==> config.mk <==
export PLATFORM = sky130hd
export DESIGN_NAME = swm_cell
export DESIGN_NICKNAME = d
export VERILOG_FILES = /design/src/swm_pkg.sv /design/src/swm_cell.sv
export SDC_FILE = /design/constraint.sdc
export NUM_CORES = 1
export LEC_CHECK = 0
export BUFFER_PORTS_ARGS = -buffer_cell sky130_fd_sc_hd__clkbuf_2
export CORE_MARGIN = 2
export CORE_UTILIZATION = 36
export CTS_BUF_LIST = sky130_fd_sc_hd__clkbuf_8
export DETAILED_ROUTE_END_ITERATION = 8
export PLACE_DENSITY = 0.66
export SETUP_SLACK_MARGIN = 0.05
export SLEW_MARGIN = 10
export SYNTH_ARGS = -nofsm -noshare
export SYNTH_HDL_FRONTEND = slang
export SYNTH_SLANG_ARGS = --single-unit
export TNS_END_PERCENT = 30
==> constraint.sdc <==
create_clock -name clk -period 8.1 [get_ports clk]
set_input_delay 0.81 -clock clk [delete_from_list [all_inputs] [get_ports clk]]
set_output_delay 0.81 -clock clk [all_outputs]
set_load 0.05 [all_outputs]
==> src/swm_pkg.sv <==
// ----------------------------------------------------------------------------
// swm_pkg
// Shared types and constants for the sliding window median filter.
// ----------------------------------------------------------------------------
package swm_pkg;

  localparam int CFG_WIDTH = 7;
  localparam logic [CFG_WIDTH-1:0] WINDOW_SIZE_RESET = 7'd3;

  // control flags a sorter cell shows to its neighbors
  typedef struct packed {
    logic valid;  // cell holds a sample
    logic del;    // cell holds the oldest sample, the one that leaves the chain
    logic dl;     // cell sits right of the leaving sample
    logic gt;     // cell value above the incoming sample
  } link_t;

  localparam link_t LINK_HEAD = '{valid: 1'b1, del: 1'b0, dl: 1'b0, gt: 1'b0};
  localparam link_t LINK_NONE = '{valid: 1'b0, del: 1'b0, dl: 1'b0, gt: 1'b0};

endpackage

==> src/swm_cell.sv <==
// ----------------------------------------------------------------------------
// swm_cell
// One cell of the sorted sample chain. Holds a value and its age, takes part
// in the insert/remove shift with its neighbors and passes the rank token.
// ----------------------------------------------------------------------------
module swm_cell #(
  parameter  int WINDOW_MAX   = 64,
  parameter  int SAMPLE_WIDTH = 32,
  localparam int AW = (WINDOW_MAX > 1) ? $clog2(WINDOW_MAX) : 1,
  localparam int CW = $clog2(WINDOW_MAX + 1)
) (
  input  logic                    clk,
  input  logic                    rst,
  input  logic                    clr,
  input  logic                    ins,
  input  logic [SAMPLE_WIDTH-1:0] new_val,
  input  logic                    del_exists,
  input  logic [SAMPLE_WIDTH-1:0] del_val,
  input  logic [CW-1:0]           k,
  input  logic [CW-1:0]           m,
  input  swm_pkg::link_t          lnk_l,
  input  swm_pkg::link_t          lnk_r,
  input  logic [SAMPLE_WIDTH-1:0] val_l,
  input  logic [SAMPLE_WIDTH-1:0] val_r,
  input  logic [AW-1:0]           age_l,
  input  logic [AW-1:0]           age_r,
  output swm_pkg::link_t          lnk_o,
  output logic [SAMPLE_WIDTH-1:0] val_o,
  output logic [AW-1:0]           age_o,
  input  logic                    tok_in,
  input  logic [CW-1:0]           cnt_in,
  output logic                    tok_out,
  output logic [CW-1:0]           cnt_out,
  output logic                    hit
);

  localparam logic [AW-1:0] MAX_AGE = AW'(WINDOW_MAX - 1);

  logic                    valid;
  logic [SAMPLE_WIDTH-1:0] val;
  logic [AW-1:0]           age;
  logic                    tok;
  logic [CW-1:0]           cnt;

  logic                    del;
  logic                    dl;
  logic                    gt;
  logic                    from_self;
  logic                    from_right;
  logic                    from_left;
  logic                    valid_next;
  logic [SAMPLE_WIDTH-1:0] val_next;
  logic [AW-1:0]           age_next;
  logic                    in_window;

  assign del = valid && (age == MAX_AGE);
  assign gt  = valid && ($signed(val) > $signed(new_val));
  assign dl  = del_exists && valid && !del && ($signed(val) >= $signed(del_val));

  assign from_self  = valid && !del && (dl == gt);
  assign from_right = lnk_r.valid && !lnk_r.del && lnk_r.dl && !lnk_r.gt;
  assign from_left  = lnk_l.valid && !lnk_l.del && !lnk_l.dl && lnk_l.gt;

  assign valid_next = del_exists ? valid : (valid || lnk_l.valid);

  always_comb begin
    if (from_self) begin
      val_next = val;
      age_next = age + 1'b1;
    end else if (from_right) begin
      val_next = val_r;
      age_next = age_r + 1'b1;
    end else if (from_left) begin
      val_next = val_l;
      age_next = age_l + 1'b1;
    end else begin
      val_next = new_val;
      age_next = '0;
    end
  end

  always_ff @(posedge clk) begin
    if (rst) begin
      valid <= 1'b0;
      tok   <= 1'b0;
    end else begin
      if (clr) begin
        valid <= 1'b0;
      end else if (ins) begin
        valid <= valid_next;
      end
      tok <= tok_in;
    end
  end

  always_ff @(posedge clk) begin
    if (ins) begin
      val <= val_next;
      age <= age_next;
    end
    cnt <= cnt_in;
  end

  assign in_window = valid && (CW'(age) < k);
  assign hit       = tok && in_window && (cnt == m);
  assign tok_out   = tok && !hit;
  assign cnt_out   = cnt + CW'(in_window);

  assign lnk_o = '{valid: valid, del: del, dl: dl, gt: gt};
  assign val_o = val;
  assign age_o = age;

endmodule

==> impl_metrics.py <==
metrics = {
    "clock_tree": {
        "clk_latency_ns": 0.29,
        "clockRootBuffer": "clkbuf_8",
        "holdBufCountCts": 0,
        "cts_buffer_depth": 2,
        "numCtsBuffers": 5,
        "cts.sinks": 47,
        "cts_setup_buffers": 0,
        "cts-resized-gates": 0,
        "htreeDepth": 2,
        "cts_tree": "done",
        "cts.clk_slew.worst_paths_ns": 0.09,
    },
    "outcome": {
        "status": "complete, no violations",
    },
    "floorplan": {
        "io_pins": 226,
        "initial_core_util_pct": 36.4,
        "die_area_um2": 13000,
        "die_h_um": 114,
        "die_x_um": 114,
        "rows": 40,
        "core_area_um2": 11900,
    },
    "critical_path": {
        "critPathCaptureType": "primary output",
        "startpoint_type": "primary input",
        "timing.rr.end": "val_o[21]$_DFFE_PP_",
        "worstPathArrival_ns": 3.39,
        "rr_worst_depth": 9,
        "cpMostUsedCell": "a21o_1",
        "rrSetupSlack_ns": 4.28,
        "path_class": "primary input to primary output",
        "cp_cell_sequence": "clkbuf_2 -> inv_1 -> ha_1 -> a21o_1 -> a21o_1 -> a21o_1 -> a21o_1 -> a21oi_1 -> o21ai_0 -> inv_1 -> ha_1 -> ha_1 -> and3_1 -> nand3_1 -> xnor2_1 -> clkbuf_2",
        "critPathMaxFanout": 3,
        "path_delay_family": "compound AO/OA/AOI/OAI gates",
        "max_stage_delay_ns": 0.30,
        "worstPathRequired_ns": 7.29,
        "rr_startpoint": "val_o[31]$_DFFE_PP_",
        "path_buf_inv": 4,
        "crit_path_top_delay_cell": "clkbuf_2",
    },
    "worst_hold_path": {
        "min_path_cells": 1,
        "min-delay-start": "cnt_in[0]",
        "holdPathEnd": "cnt[0]$_DFF_P_",
        "hp-class": "primary input to flop",
    },
    "detailed_routing": {
        "postRouteAntennaNets": 0,
        "firstDrtPassIters": 4,
        "wl_per_cell_um": 14.7,
        "vias": 4318,
        "viasPerCell": 4.92,
        "routed_wl_mm": 12.9,
        "drtIter0Drc": 141,
        "route.detailed.drc": 0,
    },
    "timing": {
        "min_period_ns": 4.20,
        "skew_ns": 0.0100,
        "min_period_over_period_pct": 51.8,
        "tightest_slew_ns": 0.798,
        "hold_slack_ns": 0.608,
        "max_freq_ghz": 0.238,
        "slew_headroom_pct": 46.8,
        "finalHoldViolations": 0,
        "tns_ns": 0,
        "finalSetupViolCount": 0,
        "drv_slew": 0,
        "setup_ws_ns": 3.90,
        "rsz0062_at_grt": "no",
    },
    "synthesis": {
        "synthFlopType": "edfxtp_1",
        "syn_nets": 763,
        "seq_area_frac_synth_pct": 30.4,
        "syn_area_um2": 4340,
        "ys_ff_latch": 47,
        "async_flop_share_pct": 0,
        "yosys_warnings": 0,
        "synth.avg_cell_area_um2": 8.44,
        "synth_edf_count": 38,
        "synth.distinct_cells": 46,
        "netlist_instances": 514,
    },
    "placed_design": {
        "dpl.cell_count": 870,
        "preCtsSetupSlack_ns": 3.77,
        "dp_hpwl_mm": 10.9,
        "portBuffers": 225,
        "globalplace.congestion": 0.871,
    },
    "flow_run": {
        "cap_violations": 0,
    },
    "finish": {
        "diodes": 0,
        "nets": 979,
        "nFillCells": 1174,
        "post_route_cells_drive_above_1_share_pct": 33.8,
        "layout-area-overhead-vs-synth_pct": 31.6,
        "finalNonFillerCells": 878,
    },
    "grt": {
        "grt_pass1_wl_mm": 20.5,
        "grt_max_degree": 67,
        "antenna_found_initial": 0,
        "grt_pass1_vias": 4407,
        "grt-ovfl-total": 0,
        "track_usage_pct": 19.7,
    },
    "pwr": {
        "p_leak_uw": 0.00305,
        "p_per_area_nw_per_um2": 124,
        "ir_drop_mv": 0.0706,
    },
}
-- flip-flops by register name (all words and copies together) (netlist names) --
signal  flops
age_o       6
cnt         7
val_o      32
valid       1
tok         1
-- cells in the mapped netlist (7+ instances only) --
library cell	instances	area, um2
ha_1	74	926
inv_1	71	267
a21oi_1	55	275
nand2_1	50	188
o21ai_0	43	215
nor2_1	40	150
edfxtp_1	38	1140
xnor2_1	16	140
nand3_1	15	75.1
clkbuf_1	14	52.6
a21o_1	10	75.1
dfxtp_1	9	180
nand4_1	8	50.1
xor2_1	8	70.1
and3_1	7	43.8
-- logic make-up after synthesis --
group                      after synthesis  share of synthesized area, %
and+or+nand+nor                        143                          16.1
AOI/OAI and AO/OA                      129                          17.2
buffers and inverters                   89                          8.04
adders and majority gates               74                          21.3
DFF                                     47                          30.4
xor gates and xnor gates                24                          4.84
muxes                                    8                          2.05
-- worst max-delay path by stage --
| stage | startpoint | to | slack, ns | cells after the start |
|---|---|---|---|---|
| 2_1_floorplan | k[1] | cnt_out[6] | 3.81 | 14 |
| 3_3_place_gp | new_val[28] | val_o[1]$_DFFE_PP_ | 3.84 | 11 |
| 3_5_place_dp | new_val[14] | val_o[10]$_DFFE_PP_ | 3.77 | 10 |
| 4_1_cts | k[1] | cnt_out[6] | 3.86 | 16 |
| 5_1_grt | k[1] | cnt_out[6] | 3.68 | 16 |
| 6_report | k[1] | cnt_out[6] | 3.90 | 16 |
-- where the power goes --
part           switching, uW  internal [uW]
sequential              16.6            281
combinational            154           99.0
clock                   79.9           76.9
total                    251            457
-- final cells by class --
type                       count  area [um2]  area share, %
clock inverter                 1        3.75         0.0657
sequential                    47        1320           23.1
timing repair buffer         227        1140           20.0
inverter                      71         267           4.66
clock buffer                   7        96.3           1.69
multi-input combinational    378        2700           47.3
tap                          147         184           3.22
-- metal layers --
metal | GRT usage, % | vias up | wire length (um)
met5 | 0 | - | 0
met4 | 3.82 | 0 | 100
met3 | 3.61 | 8 | 806
met2 | 36.5 | 154 | 6370
met1 | 23.9 | 1923 | 5630
li1 | - | 2233 | -
-- placed cells by master (no fill, tap or decap), types with 3 or more instances in the layout --
| cell | netlist | routed |
|---|---|---|
| mux2i_1 | 3 | 3 |
| nand3_1 | 15 | 15 |
| xnor2_1 | 16 | 16 |
| nor3_1 | 3 | 3 |
| nand4_1 | 8 | 8 |
| nor2_1 | 40 | 40 |
| clkbuf_2 | 0 | 225 |
| o211ai_1 | 3 | 3 |
| inv_1 | 71 | 72 |
| o22ai_1 | 3 | 3 |
| a21o_1 | 10 | 10 |
| and3_1 | 7 | 7 |
| dfxtp_1 | 9 | 9 |
| a221oi_1 | 3 | 3 |
| ha_1 | 74 | 74 |
| a21oi_1 | 55 | 55 |
| mux2_2 | 4 | 4 |
| xor2_1 | 8 | 8 |
| clkbuf_8 | 0 | 7 |
| edfxtp_1 | 38 | 38 |
| nand2_1 | 50 | 50 |
| and4_1 | 5 | 5 |
| o21ai_0 | 43 | 43 |
-- metrics by stage --
stage	area (um2)	total power (uW)	utilization, %
after global routing	5710	752	48.0
after global placement	5610	551	47.1
after CTS	5710	715	48.0
final	5710	708	48.0
after detailed placement	5610	557	47.1
after floorplan	4340	461	-
Note: power is estimated with default switching activity, not from simulation.
